$ cat config.mk
export PLATFORM = sky130hd
export DESIGN_NAME = attribute_predicate_validator_unit
export DESIGN_NICKNAME = d
export VERILOG_FILES = /design/src/rtl/apv_pkg.sv /design/src/rtl/apv_front.sv /design/src/rtl/apv_queue.sv /design/src/rtl/apv_back.sv /design/src/rtl/attribute_predicate_validator_unit.sv
export SDC_FILE = /design/constraint.sdc
export NUM_CORES = 1
export LEC_CHECK = 0
export ABC_AREA = 0
export ABC_CLOCK_PERIOD_IN_PS = 11500
export BUFFER_PORTS_ARGS = -buffer_cell sky130_fd_sc_hd__buf_2
export CAP_MARGIN = 5
export CORE_ASPECT_RATIO = 1.4
export CORE_MARGIN = 3
export CORE_UTILIZATION = 27
export DETAILED_ROUTE_END_ITERATION = 8
export GPL_TIMING_DRIVEN = 0
export PLACE_DENSITY_LB_ADDON = 0.05
export SYNTH_ARGS = -nofsm -noshare
export SYNTH_HDL_FRONTEND = slang
export SYNTH_SLANG_ARGS = --single-unit
export TNS_END_PERCENT = 20
$ cat constraint.sdc
create_clock -name clk_i -period 11.5 [get_ports clk_i]
set_input_delay 1.15 -clock clk_i [delete_from_list [all_inputs] [get_ports clk_i]]
set_output_delay 1.15 -clock clk_i [all_outputs]
set_load 0.005 [all_outputs]
$ cat src/rtl/apv_pkg.sv
// ----------------------------------------------------------------------------
// apv_pkg
// Shared types and constants for the attribute predicate validator.
// ----------------------------------------------------------------------------
package apv_pkg;

  // Longest string, in bytes. Offsets saturate one below this value and
  // never go above what the 12-bit offset fields can hold.
  localparam int MAX_BYTES = 4096;
  localparam int POS_W     = 12;
  localparam int POS_MAX   = ((MAX_BYTES - 1) > ((1 << POS_W) - 1)) ?
                             ((1 << POS_W) - 1) : (MAX_BYTES - 1);

  // Queue between the classifier and the scanner
  localparam int QUEUE_DEPTH = 4;
  localparam int QPTR_W      = $clog2(QUEUE_DEPTH);
  localparam int QCNT_W      = $clog2(QUEUE_DEPTH + 1);

  typedef enum logic [2:0] {
    ERR_OK        = 3'd0,
    ERR_NO_AT     = 3'd1,
    ERR_NO_NAME   = 3'd2,
    ERR_NO_LOCAL  = 3'd3,
    ERR_NO_EQUALS = 3'd4,
    ERR_NO_QUOTE  = 3'd5,
    ERR_UNCLOSED  = 3'd6,
    ERR_BAD_VALUE = 3'd7
  } err_code_e;

  typedef struct packed {
    logic [20:0] codepoint;
    logic        has_char;
    logic [2:0]  unit_bytes;
    logic        last;
  } in_item_t;

  typedef struct packed {
    logic              accepted;
    logic [2:0]        error_code;
    logic              has_prefix;
    logic [POS_W-1:0]  prefix_start;
    logic [POS_W-1:0]  prefix_length;
    logic [POS_W-1:0]  name_start;
    logic [POS_W-1:0]  name_length;
    logic [POS_W-1:0]  value_start;
    logic [POS_W-1:0]  value_length;
  } result_t;

  // Character class flags worked out by the front end
  typedef struct packed {
    logic at_sign;
    logic nc_start;
    logic nc_char;
    logic colon;
    logic equals;
    logic dquote;
    logic squote;
    logic amp;
    logic less;
    logic hash;
    logic x_lower;
    logic digit;
    logic hex;
    logic semi;
  } char_class_t;

  // One classified item as queued for the scanner
  typedef struct packed {
    char_class_t cls;
    logic        has_char;
    logic [2:0]  unit_bytes;
    logic        last;
  } token_t;

endpackage

$ cat src/rtl/apv_front.sv
// ----------------------------------------------------------------------------
// apv_front
// Input side: classifies each codepoint and writes it into the token queue.
// ----------------------------------------------------------------------------
module apv_front
  import apv_pkg::*;
(
  input  logic     push,
  input  in_item_t item_i,
  input  logic     q_full_i,
  output logic     q_we_o,
  output token_t   q_wdata_o
);

  function automatic logic in_rng(input logic [20:0] c, input logic [20:0] lo,
                                  input logic [20:0] hi);
    in_rng = (c >= lo) && (c <= hi);
  endfunction

  function automatic logic nc_start_f(input logic [20:0] c);
    nc_start_f = in_rng(c, 21'h41, 21'h5a) || in_rng(c, 21'h61, 21'h7a) ||
                 (c == 21'h5f) ||
                 in_rng(c, 21'h00c0, 21'h00d6) || in_rng(c, 21'h00d8, 21'h00f6) ||
                 in_rng(c, 21'h00f8, 21'h02ff) || in_rng(c, 21'h0370, 21'h037d) ||
                 in_rng(c, 21'h037f, 21'h1fff) || in_rng(c, 21'h200c, 21'h200d) ||
                 in_rng(c, 21'h2070, 21'h218f) || in_rng(c, 21'h2c00, 21'h2fef) ||
                 in_rng(c, 21'h3001, 21'hd7ff) || in_rng(c, 21'hf900, 21'hfdcf) ||
                 in_rng(c, 21'hfdf0, 21'hfffd) || in_rng(c, 21'h10000, 21'heffff);
  endfunction

  logic [20:0] cp;
  logic        is_digit;
  logic        is_start;

  assign cp       = item_i.codepoint;
  assign is_digit = in_rng(cp, 21'h30, 21'h39);
  assign is_start = nc_start_f(cp);

  always_comb begin
    q_wdata_o.cls.at_sign  = (cp == 21'h40);
    q_wdata_o.cls.nc_start = is_start;
    q_wdata_o.cls.nc_char  = is_start || (cp == 21'h2d) || (cp == 21'h2e) ||
                             (cp == 21'hb7) || is_digit ||
                             in_rng(cp, 21'h0300, 21'h036f) ||
                             in_rng(cp, 21'h203f, 21'h2040);
    q_wdata_o.cls.colon    = (cp == 21'h3a);
    q_wdata_o.cls.equals   = (cp == 21'h3d);
    q_wdata_o.cls.dquote   = (cp == 21'h22);
    q_wdata_o.cls.squote   = (cp == 21'h27);
    q_wdata_o.cls.amp      = (cp == 21'h26);
    q_wdata_o.cls.less     = (cp == 21'h3c);
    q_wdata_o.cls.hash     = (cp == 21'h23);
    q_wdata_o.cls.x_lower  = (cp == 21'h78);
    q_wdata_o.cls.digit    = is_digit;
    q_wdata_o.cls.hex      = is_digit || in_rng(cp, 21'h61, 21'h66) ||
                             in_rng(cp, 21'h41, 21'h46);
    q_wdata_o.cls.semi     = (cp == 21'h3b);
    q_wdata_o.has_char     = item_i.has_char;
    q_wdata_o.unit_bytes   = item_i.unit_bytes;
    q_wdata_o.last         = item_i.last;
  end

  assign q_we_o = push && !q_full_i;

endmodule

$ cat src/rtl/apv_queue.sv
// ----------------------------------------------------------------------------
// apv_queue
// Small token FIFO decoupling the classifier from the scanner.
// ----------------------------------------------------------------------------
module apv_queue
  import apv_pkg::*;
(
  input  logic   clk_i,
  input  logic   rst_ni,
  input  logic   we_i,
  input  token_t wdata_i,
  output logic   full_o,
  output logic   valid_o,
  output token_t rdata_o,
  input  logic   take_i
);

  token_t            slot_q [QUEUE_DEPTH];
  logic [QPTR_W-1:0] wr_ptr_q, wr_ptr_d;
  logic [QPTR_W-1:0] rd_ptr_q, rd_ptr_d;
  logic [QCNT_W-1:0] count_q, count_d;
  logic              do_rd;

  localparam logic [QPTR_W-1:0] PTR_LAST = QPTR_W'(QUEUE_DEPTH - 1);
  localparam logic [QCNT_W-1:0] CNT_FULL = QCNT_W'(QUEUE_DEPTH);

  assign full_o  = (count_q == CNT_FULL);
  assign valid_o = (count_q != '0);
  assign rdata_o = slot_q[rd_ptr_q];
  assign do_rd   = take_i && valid_o;

  always_comb begin
    wr_ptr_d = wr_ptr_q;
    rd_ptr_d = rd_ptr_q;
    count_d  = count_q;
    if (we_i) begin
      wr_ptr_d = (wr_ptr_q == PTR_LAST) ? '0 : wr_ptr_q + 1'b1;
    end
    if (do_rd) begin
      rd_ptr_d = (rd_ptr_q == PTR_LAST) ? '0 : rd_ptr_q + 1'b1;
    end
    case ({we_i, do_rd})
      2'b10:   count_d = count_q + 1'b1;
      2'b01:   count_d = count_q - 1'b1;
      default: count_d = count_q;
    endcase
  end

  always_ff @(posedge clk_i or negedge rst_ni) begin
    if (!rst_ni) begin
      wr_ptr_q <= '0;
      rd_ptr_q <= '0;
      count_q  <= '0;
    end else begin
      wr_ptr_q <= wr_ptr_d;
      rd_ptr_q <= rd_ptr_d;
      count_q  <= count_d;
    end
  end

  always_ff @(posedge clk_i) begin
    if (we_i) begin
      slot_q[wr_ptr_q] <= wdata_i;
    end
  end

endmodule

$ cat src/rtl/apv_back.sv
// ----------------------------------------------------------------------------
// apv_back
// Scanner: walks the attribute test grammar one token per cycle (a last token
// waits while a verdict is unpopped) and holds the verdict in an output register until it is popped.
// ----------------------------------------------------------------------------
module apv_back
  import apv_pkg::*;
(
  input  logic    clk_i,
  input  logic    rst_ni,
  input  logic    q_valid_i,
  input  token_t  q_rdata_i,
  output logic    q_take_o,
  output logic    empty,
  input  logic    pop,
  output result_t result_o
);

  typedef enum logic [7:0] {
    PH_AT          = 8'b0000_0001,
    PH_NAME_START  = 8'b0000_0010,
    PH_NAME        = 8'b0000_0100,
    PH_LOCAL_START = 8'b0000_1000,
    PH_LOCAL       = 8'b0001_0000,
    PH_QUOTE       = 8'b0010_0000,
    PH_VALUE       = 8'b0100_0000,
    PH_DONE        = 8'b1000_0000
  } phase_e;

  typedef enum logic [8:0] {
    VP_START = 9'b0_0000_0001,
    VP_TEXT  = 9'b0_0000_0010,
    VP_AMP   = 9'b0_0000_0100,
    VP_HASH  = 9'b0_0000_1000,
    VP_HEX   = 9'b0_0001_0000,
    VP_DEC   = 9'b0_0010_0000,
    VP_NAME  = 9'b0_0100_0000,
    VP_SEMI  = 9'b0_1000_0000,
    VP_BAD   = 9'b1_0000_0000
  } vphase_e;

  localparam logic [POS_W-1:0] POS_MAX_C = POS_W'(POS_MAX);

  function automatic logic [POS_W-1:0] sat_add(input logic [POS_W-1:0] a,
                                               input logic [2:0] b);
    logic [POS_W:0] s;
    s = {1'b0, a} + {{(POS_W - 2){1'b0}}, b};
    sat_add = (s > {1'b0, POS_MAX_C}) ? POS_MAX_C : s[POS_W-1:0];
  endfunction

  phase_e           phase_q, phase_d;
  vphase_e          vphase_q, vphase_d;
  logic             apos_q, apos_d;
  logic [POS_W-1:0] pos_q, pos_d;
  logic [POS_W-1:0] fstart_q, fstart_d;
  logic [POS_W-1:0] flen_q, flen_d;
  logic [POS_W-1:0] lstart_q, lstart_d;
  logic [POS_W-1:0] llen_q, llen_d;
  logic [POS_W-1:0] vbegin_q, vbegin_d;
  logic             pfx_q, pfx_d;
  err_code_e        fault_q, fault_d;
  err_code_e        final_err;

  logic             out_valid_q;
  result_t          res_q, res_d;

  char_class_t      cls;
  logic             active;
  logic             close_hit;

  assign cls       = q_rdata_i.cls;
  assign q_take_o  = q_valid_i && (!q_rdata_i.last || !out_valid_q || pop);
  assign active    = q_rdata_i.has_char && (fault_q == ERR_OK) && (phase_q != PH_DONE);
  assign close_hit = apos_q ? cls.squote : cls.dquote;

  always_comb begin
    phase_d  = phase_q;
    vphase_d = vphase_q;
    apos_d   = apos_q;
    pos_d    = pos_q;
    fstart_d = fstart_q;
    flen_d   = flen_q;
    lstart_d = lstart_q;
    llen_d   = llen_q;
    vbegin_d = vbegin_q;
    pfx_d    = pfx_q;
    fault_d  = fault_q;

    if (active) begin
      case (phase_q)
        PH_AT: begin
          if (cls.at_sign) phase_d = PH_NAME_START;
          else fault_d = ERR_NO_AT;
        end
        PH_NAME_START: begin
          if (cls.nc_start) begin
            fstart_d = pos_q;
            phase_d  = PH_NAME;
          end else begin
            fault_d = ERR_NO_NAME;
          end
        end
        PH_NAME: begin
          if (!cls.nc_char) begin
            if (cls.colon) begin
              pfx_d   = 1'b1;
              flen_d  = pos_q - fstart_q;
              phase_d = PH_LOCAL_START;
            end else if (cls.equals) begin
              lstart_d = fstart_q;
              llen_d   = pos_q - fstart_q;
              phase_d  = PH_QUOTE;
            end else begin
              fault_d = ERR_NO_EQUALS;
            end
          end
        end
        PH_LOCAL_START: begin
          if (cls.nc_start) begin
            lstart_d = pos_q;
            phase_d  = PH_LOCAL;
          end else begin
            fault_d = ERR_NO_LOCAL;
          end
        end
        PH_LOCAL: begin
          if (!cls.nc_char) begin
            if (cls.equals) begin
              llen_d  = pos_q - lstart_q;
              phase_d = PH_QUOTE;
            end else begin
              fault_d = ERR_NO_EQUALS;
            end
          end
        end
        PH_QUOTE: begin
          if (cls.dquote || cls.squote) begin
            apos_d   = cls.squote;
            vbegin_d = sat_add(pos_q, q_rdata_i.unit_bytes);
            vphase_d = VP_START;
            phase_d  = PH_VALUE;
          end else begin
            fault_d = ERR_NO_QUOTE;
          end
        end
        PH_VALUE: begin
          if (close_hit) begin
            phase_d = PH_DONE;
            if (!(vphase_q == VP_START || vphase_q == VP_TEXT || vphase_q == VP_SEMI))
              fault_d = ERR_BAD_VALUE;
          end else begin
            case (vphase_q)
              VP_START: begin
                if (cls.amp) vphase_d = VP_AMP;
                else if (cls.less) vphase_d = VP_BAD;
                else vphase_d = VP_TEXT;
              end
              VP_TEXT: begin
                if (cls.less || cls.amp) vphase_d = VP_BAD;
              end
              VP_AMP: begin
                if (cls.hash) vphase_d = VP_HASH;
                else if (cls.nc_start || cls.colon) vphase_d = VP_NAME;
                else vphase_d = VP_BAD;
              end
              VP_HASH: begin
                if (cls.x_lower) vphase_d = VP_HEX;
                else if (cls.digit) vphase_d = VP_DEC;
                else if (cls.semi) vphase_d = VP_SEMI;
                else vphase_d = VP_BAD;
              end
              VP_HEX: begin
                if (cls.semi) vphase_d = VP_SEMI;
                else if (!cls.hex) vphase_d = VP_BAD;
              end
              VP_DEC: begin
                if (cls.semi) vphase_d = VP_SEMI;
                else if (!cls.digit) vphase_d = VP_BAD;
              end
              VP_NAME: begin
                if (cls.semi) vphase_d = VP_SEMI;
                else if (!(cls.nc_char || cls.colon)) vphase_d = VP_BAD;
              end
              default: vphase_d = VP_BAD;
            endcase
          end
        end
        default: ;
      endcase
      if (fault_d == ERR_OK && phase_d != PH_DONE) begin
        pos_d = sat_add(pos_q, q_rdata_i.unit_bytes);
      end
    end
  end

  // Verdict for a token marked last
  always_comb begin
    final_err = fault_d;
    if (fault_d == ERR_OK && phase_d != PH_DONE) begin
      case (phase_d)
        PH_AT:          final_err = ERR_NO_AT;
        PH_NAME_START:  final_err = ERR_NO_NAME;
        PH_LOCAL_START: final_err = ERR_NO_LOCAL;
        PH_QUOTE:       final_err = ERR_NO_QUOTE;
        PH_VALUE:       final_err = ERR_UNCLOSED;
        default:        final_err = ERR_NO_EQUALS;
      endcase
    end
    res_d            = '0;
    res_d.error_code = final_err;
    if (final_err == ERR_OK) begin
      res_d.accepted     = 1'b1;
      res_d.has_prefix   = pfx_d;
      if (pfx_d) begin
        res_d.prefix_start  = fstart_d;
        res_d.prefix_length = flen_d;
      end
      res_d.name_start   = lstart_d;
      res_d.name_length  = llen_d;
      res_d.value_start  = vbegin_d;
      res_d.value_length = pos_d - vbegin_d;
    end
  end

  always_ff @(posedge clk_i or negedge rst_ni) begin
    if (!rst_ni) begin
      phase_q  <= PH_AT;
      vphase_q <= VP_START;
      apos_q   <= 1'b0;
      pos_q    <= '0;
      fstart_q <= '0;
      flen_q   <= '0;
      lstart_q <= '0;
      llen_q   <= '0;
      vbegin_q <= '0;
      pfx_q    <= 1'b0;
      fault_q  <= ERR_OK;
    end else if (q_take_o) begin
      if (q_rdata_i.last) begin
        phase_q  <= PH_AT;
        vphase_q <= VP_START;
        apos_q   <= 1'b0;
        pos_q    <= '0;
        fstart_q <= '0;
        flen_q   <= '0;
        lstart_q <= '0;
        llen_q   <= '0;
        vbegin_q <= '0;
        pfx_q    <= 1'b0;
        fault_q  <= ERR_OK;
      end else begin
        phase_q  <= phase_d;
        vphase_q <= vphase_d;
        apos_q   <= apos_d;
        pos_q    <= pos_d;
        fstart_q <= fstart_d;
        flen_q   <= flen_d;
        lstart_q <= lstart_d;
        llen_q   <= llen_d;
        vbegin_q <= vbegin_d;
        pfx_q    <= pfx_d;
        fault_q  <= fault_d;
      end
    end
  end

  // Output register: filled by a last token, drained by pop
  always_ff @(posedge clk_i or negedge rst_ni) begin
    if (!rst_ni) begin
      out_valid_q <= 1'b0;
    end else if (q_take_o && q_rdata_i.last) begin
      out_valid_q <= 1'b1;
    end else if (pop) begin
      out_valid_q <= 1'b0;
    end
  end

  always_ff @(posedge clk_i) begin
    if (q_take_o && q_rdata_i.last) begin
      res_q <= res_d;
    end
  end

  assign empty    = !out_valid_q;
  assign result_o = res_q;

endmodule

$ cat src/rtl/attribute_predicate_validator_unit.sv
// ----------------------------------------------------------------------------
// attribute_predicate_validator_unit
// Streaming checker for the attribute test of a node selector.
// ----------------------------------------------------------------------------
// Usage:
//  - Input channel (push/full): one decoded codepoint per transaction, with
//    its UTF-8 byte count, a has_char flag (0 = empty end marker) and last.
//    A transaction completes on a clock edge with push high and full low.
//  - Result channel (empty/pop): one verdict per string, produced by the
//    transaction marked last. The oldest verdict sits on result_o while
//    empty is low and is taken on an edge with pop high.
//  - Throughput: one codepoint per cycle while no last token is held. The
//    front end classifies the character and writes it into a four-entry
//    token queue; the scanner takes one token per cycle from that queue.
//  - Path: a last transaction is written into the token queue; the scanner
//    then takes it and loads its verdict into the output register.
//  - Stalls: if a verdict is still waiting, the scanner keeps consuming
//    ordinary tokens and only holds a last token; the queue absorbs the
//    rest, and full rises once it holds four tokens.
//  - Reset: asynchronous, active low; the queue and output register are
//    emptied and the scanner returns to expecting '@'.
// ----------------------------------------------------------------------------
module attribute_predicate_validator_unit
  import apv_pkg::*;
(
  input  logic     clk_i,
  input  logic     rst_ni,
  input  logic     push,
  output logic     full,
  input  in_item_t item_i,
  output logic     empty,
  input  logic     pop,
  output result_t  result_o
);

  logic   q_we;
  token_t q_wdata;
  logic   q_valid;
  token_t q_rdata;
  logic   q_take;

  // Classify and enqueue
  apv_front u_front (
    .push      (push),
    .item_i    (item_i),
    .q_full_i  (full),
    .q_we_o    (q_we),
    .q_wdata_o (q_wdata)
  );

  apv_queue u_queue (
    .clk_i   (clk_i),
    .rst_ni  (rst_ni),
    .we_i    (q_we),
    .wdata_i (q_wdata),
    .full_o  (full),
    .valid_o (q_valid),
    .rdata_o (q_rdata),
    .take_i  (q_take)
  );

  // Grammar scan and verdict register
  apv_back u_back (
    .clk_i     (clk_i),
    .rst_ni    (rst_ni),
    .q_valid_i (q_valid),
    .q_rdata_i (q_rdata),
    .q_take_o  (q_take),
    .empty     (empty),
    .pop       (pop),
    .result_o  (result_o)
  );

endmodule

==> results.txt <==
The slew at the pin with the worst max-slew slack is 1.32 ns. Net switching is 44.0% of the power. The post-layout worst setup margin is 4.83 ns. The number of library cell types mapped by synthesis is 77. Before antenna repair, the detailed router went through 4 iterations.

The quantity of hold-fixing buffers added after cts came out at 0. The width of the die came out at 199 um. The number of enable-type register cells in the synthesized netlist is 153.

The worst setup path is captured at a flop. The worst-case IR drop observed on VDD is 0.166 mV. The synthesized area is 14100 um^2. The number of nets produced by synthesis came out at 1446. The number of fill cells in the layout came out at 5306. Relative to the synthesized area, the layout overhead comes to 16.6%. In the routed design, unresolved DRC markers number 0. The critical path is of the reg -> reg type. The class of the tightest hold or removal check is in -> async.

The final period demand of the worst path came out at 6.67 ns. Of the cells placed in the final design, the portion with a size suffix greater than 1 is 14.1%. Buffers placed on the I/O ports in this run total 106. The maximum number of pins on one net before global-route repair is 80. Data arrives at the worst endpoint at 7.00 ns. The setup clock skew after layout came out at 0.0349 ns. TritonCTS built the clock tree. Along the worst path, the maximum fanout reaches 10. The peak clock frequency supported by timing is 0.150 GHz. The gate count after technology mapping is 1369.

The number of failing setup endpoints in the final timing report came out at 0. After synthesis, the share of flip-flops with an asynchronous set or reset is 40.0%. The depth of the CTS H-tree is 1.

The analysis attributes to cell leakage a power of 0.00621 uW. The synthesis warning total came out at 0. The initial standard-cell utilization of the core is 27.5%. The number of clock buffers added by TritonCTS is 28. The total count of hold-check failures in the final report was 0. The count of standard-cell rows came out at 98.

The wire length of the first global-routing pass is 73.3 mm. The placed wire-length estimate after detailed placement is 37.0 mm. The number of vias per cell after detailed routing came out at 5.14. For this run, the share of the core covered by cells in the final layout is 32.1%. The final number of max-transition violations is 0. The count of nets left with antenna violations once routing finished came out at 0.

The tree is rooted in a sky130_fd_sc_hd__clkbuf_16. The total number of clock tree sinks came out at 255. The initial antenna violation count was 0.

Clock-pin slew was measured on the worst setup and hold paths at 0.07 ns. The flip-flop and latch count after synthesis is 255. The normalized max-slew margin is 12.0%. In this run the power density over the cells is 267 nW/um^2. The post-route setup TNS is 0 ns.

Pin placement for this block handled 109 I/O pins. The proportion of power drawn by the clock network is 20.8%. The placer's final routability congestion estimate is 0.894. The run finished with clean final reports. For the worst setup path, the data required time is 11.83 ns. Across the run, the number of max-cap violations was 0.

The net switching power is 1940 uW. The overflow left after global routing came out at 0. The net count of the finished layout came out at 1585.

STA classifies the critical path startpoint as a flop. The relative contribution of combinational cells to total power is 48.3%. The global-route total usage across every layer came out at 17.4%. The via count of the first global-routing pass came out at 11528. The count of buffers added by post-CTS timing repair for setup came out at 0. The internal power of the cells is 2470 uW. In the synthesized netlist the dominant register cell turns out to be sky130_fd_sc_hd__edfxtp_1. In this run the mean area of a mapped cell was 10.3 um^2. The sequential cell area fraction in the yosys report came out at 50.6%.

The via count came out at 11198. The sequential share of power is 30.9%. Setup repair after global routing left no endpoint under its margin. The post-detailed-route wirelength per cell is 22.1 um.

The floorplan core area is 51400 um^2. The number of antenna diodes in the final layout is 0. The die is 277 um tall. The worst setup timing slack at the placement stage is 4.75 ns. The total wirelength of the detailed-routed design is 48.2 mm. The clock latency at the later pin of the worst-skew pair is 0.59 ns.

The post-cts resize count is 0. The iteration-0 DRC count of the detailed router is 605. The longest clock path from root to sink contains 3 buffers. After layout, the worst path uses 58.0% of the clock period. The overall die area came out at 55200 um^2.
-- state kept, by name (all words and copies together), names as in the netlist --
signal	count
u_back.vphase_q	9
u_back.llen_q	12
u_back.result_o	77
u_queue.wr_ptr_q	2
u_queue.slot_q	76
u_back.pos_q	12
u_back.phase_q	8
u_back.out_valid_q	1
u_back.pfx_q	1
u_back.vbegin_q	12
u_queue.rd_ptr_q	2
u_queue.count_q	3
u_back.flen_q	12
u_back.fstart_q	12
u_back.fault_q	3
u_back.lstart_q	12
u_back.apos_q	1
-- per-stage QoR --
step / hold WS (ns) / cells / cell area (um^2) / power (uW)
6_report: 0.436 / 2180 / 16500 / 4400
3_5_place_dp: 0.472 / 2128 / 15600 / 3560
2_1_floorplan: 0.450 / 1369 / 14100 / 2680
3_3_place_gp: 0.470 / 2125 / 15500 / 3570
5_1_grt: 0.433 / 2180 / 16500 / 4720
4_1_cts: 0.419 / 2180 / 16500 / 4500
-- path summary, 6_finish.rpt --
path / from / end / slack, ns / cells after the start
worst max-delay path: u_queue.rd_ptr_q[0] / u_back.result_o[10] / 4.83 / 25
worst min-delay path: rst_ni / u_back.out_valid_q / 0.44 / 1
worst max register to register: u_queue.rd_ptr_q[0] / u_back.result_o[10] / 4.83 / 25
worst min register to register: u_back.flen_q[2] / u_back.flen_q[2] / 0.48 / 2
max in group asynchronous: rst_ni / u_back.vphase_q[0] / 10.31 / 2
min in group clk_i: u_back.flen_q[2] / u_back.flen_q[2] / 0.48 / 2
-- cells in the final DEF, fill, tap and decap left out, drive strengths merged, types with 7 or more instances in the layout --
cell,synthesis,layout
a22oi,20,20
a21o,12,12
a22o,40,40
xor2,12,12
clkbuf,64,99
o22ai,11,11
buf,17,126
ha,42,42
o21ai,79,79
nand3,76,76
and2,10,10
a21oi,91,91
nor4,12,12
nand2b,19,19
o211ai,7,7
mux2,7,7
nor2,159,159
clkinv,0,12
edfxtp,153,153
nand2,85,85
mux4,19,19
a31oi,20,20
nor3,54,54
or3,8,8
mux2i,22,22
nor2b,22,22
or2,11,11
inv,56,56
xnor2,30,30
dfrtp,100,100
and3,19,19
-- logic make-up after synthesis --
logic type               share of synthesized area (%)
buffers and inverters                             3.83
adder cells (fa/ha/maj)                           4.42
AO/OA/AOI/OAI                                     15.9
XOR/XNOR                                          2.60
flip-flops                                        50.6
multiplexers                                      5.14
AND/OR/NAND/NOR                                   17.6
-- Yosys cell counts (5+ instances only) --
library cell,n,area (um^2)
sky130_fd_sc_hd__clkbuf_1,64,240
sky130_fd_sc_hd__a22oi_1,20,150
sky130_fd_sc_hd__buf_1,5,18.8
sky130_fd_sc_hd__fa_1,5,100
sky130_fd_sc_hd__or2_2,8,50.1
sky130_fd_sc_hd__buf_2,10,50.1
sky130_fd_sc_hd__dfrtp_1,100,2500
sky130_fd_sc_hd__o21bai_1,5,37.5
sky130_fd_sc_hd__o211ai_1,7,52.6
sky130_fd_sc_hd__nor2_1,159,597
sky130_fd_sc_hd__a21oi_1,91,455
sky130_fd_sc_hd__inv_1,56,210
sky130_fd_sc_hd__a31oi_1,20,125
sky130_fd_sc_hd__ha_1,42,526
sky130_fd_sc_hd__and3_1,19,119
sky130_fd_sc_hd__or3_1,8,50.1
sky130_fd_sc_hd__nand2_1,84,315
sky130_fd_sc_hd__mux4_2,19,428
sky130_fd_sc_hd__and2_1,10,62.6
sky130_fd_sc_hd__a21o_1,12,90.1
sky130_fd_sc_hd__o21a_1,5,37.5
sky130_fd_sc_hd__o21ai_0,77,385
sky130_fd_sc_hd__nand2b_1,19,119
sky130_fd_sc_hd__nor2b_1,22,138
sky130_fd_sc_hd__xor2_1,12,105
sky130_fd_sc_hd__a41oi_1,6,52.6
sky130_fd_sc_hd__o22ai_1,11,68.8
sky130_fd_sc_hd__nor3_1,48,240
sky130_fd_sc_hd__a22o_1,40,350
sky130_fd_sc_hd__nand3_1,75,375
sky130_fd_sc_hd__mux2i_1,22,220
sky130_fd_sc_hd__nor4_1,10,62.6
sky130_fd_sc_hd__mux2_2,7,78.8
sky130_fd_sc_hd__o2111ai_1,5,43.8
sky130_fd_sc_hd__xnor2_1,30,263
sky130_fd_sc_hd__nand4b_1,5,43.8
sky130_fd_sc_hd__edfxtp_1,153,4590
sky130_fd_sc_hd__nor3_2,6,60.1
-- worst max-delay path, stage by stage, from the launching register on --
cell,delay [ns]
sky130_fd_sc_hd__dfrtp_1,0.46
sky130_fd_sc_hd__buf_6,0.23
sky130_fd_sc_hd__buf_1,0.68
sky130_fd_sc_hd__mux4_2,0.68
sky130_fd_sc_hd__ha_1,0.24
sky130_fd_sc_hd__fa_1,0.39
sky130_fd_sc_hd__and2_1,0.17
sky130_fd_sc_hd__o21a_1,0.27
sky130_fd_sc_hd__nand3_1,0.18
sky130_fd_sc_hd__or3_1,0.27
sky130_fd_sc_hd__nand2b_1,0.15
sky130_fd_sc_hd__mux2i_1,0.26
sky130_fd_sc_hd__inv_1,0.07
sky130_fd_sc_hd__ha_1,0.23
sky130_fd_sc_hd__fa_1,0.39
sky130_fd_sc_hd__nor2b_1,0.18
sky130_fd_sc_hd__o21ai_0,0.12
sky130_fd_sc_hd__a21boi_0,0.30
sky130_fd_sc_hd__o21ai_0,0.17
sky130_fd_sc_hd__a21boi_0,0.31
sky130_fd_sc_hd__o21ai_0,0.13
sky130_fd_sc_hd__nand2b_1,0.12
sky130_fd_sc_hd__a21o_1,0.13
sky130_fd_sc_hd__a21oi_1,0.07
sky130_fd_sc_hd__xor2_1,0.13
sky130_fd_sc_hd__nor2_1,0.06
-- layer usage --
layer	vias up	track usage [%]	share of wire, %
li1	5354	-	-
met1	5551	19.5	38
met2	221	33.9	56
met3	72	1.67	2.8
met4	0	5.51	3.1
met5	-	0	0
-- area by class of cell --
cell class | instances | area, um^2 | area share (%)
Tap cell | 650 | 813 | 4.93
Buffer | 81 | 332 | 2.01
Inverter | 56 | 210 | 1.27
Timing Repair Buffer | 109 | 604 | 3.67
Clock inverter | 17 | 186 | 1.13
Multi-Input combinational cell | 977 | 6460 | 39.2
Sequential cell | 255 | 7150 | 43.4
Clock buffer | 35 | 737 | 4.47
-- power by group through the flow --
stage                     Clock, uW  Combinational, uW  Sequential, uW
after global placement            0               2150            1420
after CTS                       952               2180            1370
final                           918               2130            1360
after floorplan                   0               1280            1400
after detailed placement          0               2170            1390
after global routing            984               2350            1390
Note: power is estimated with default switching activity, not from simulation.
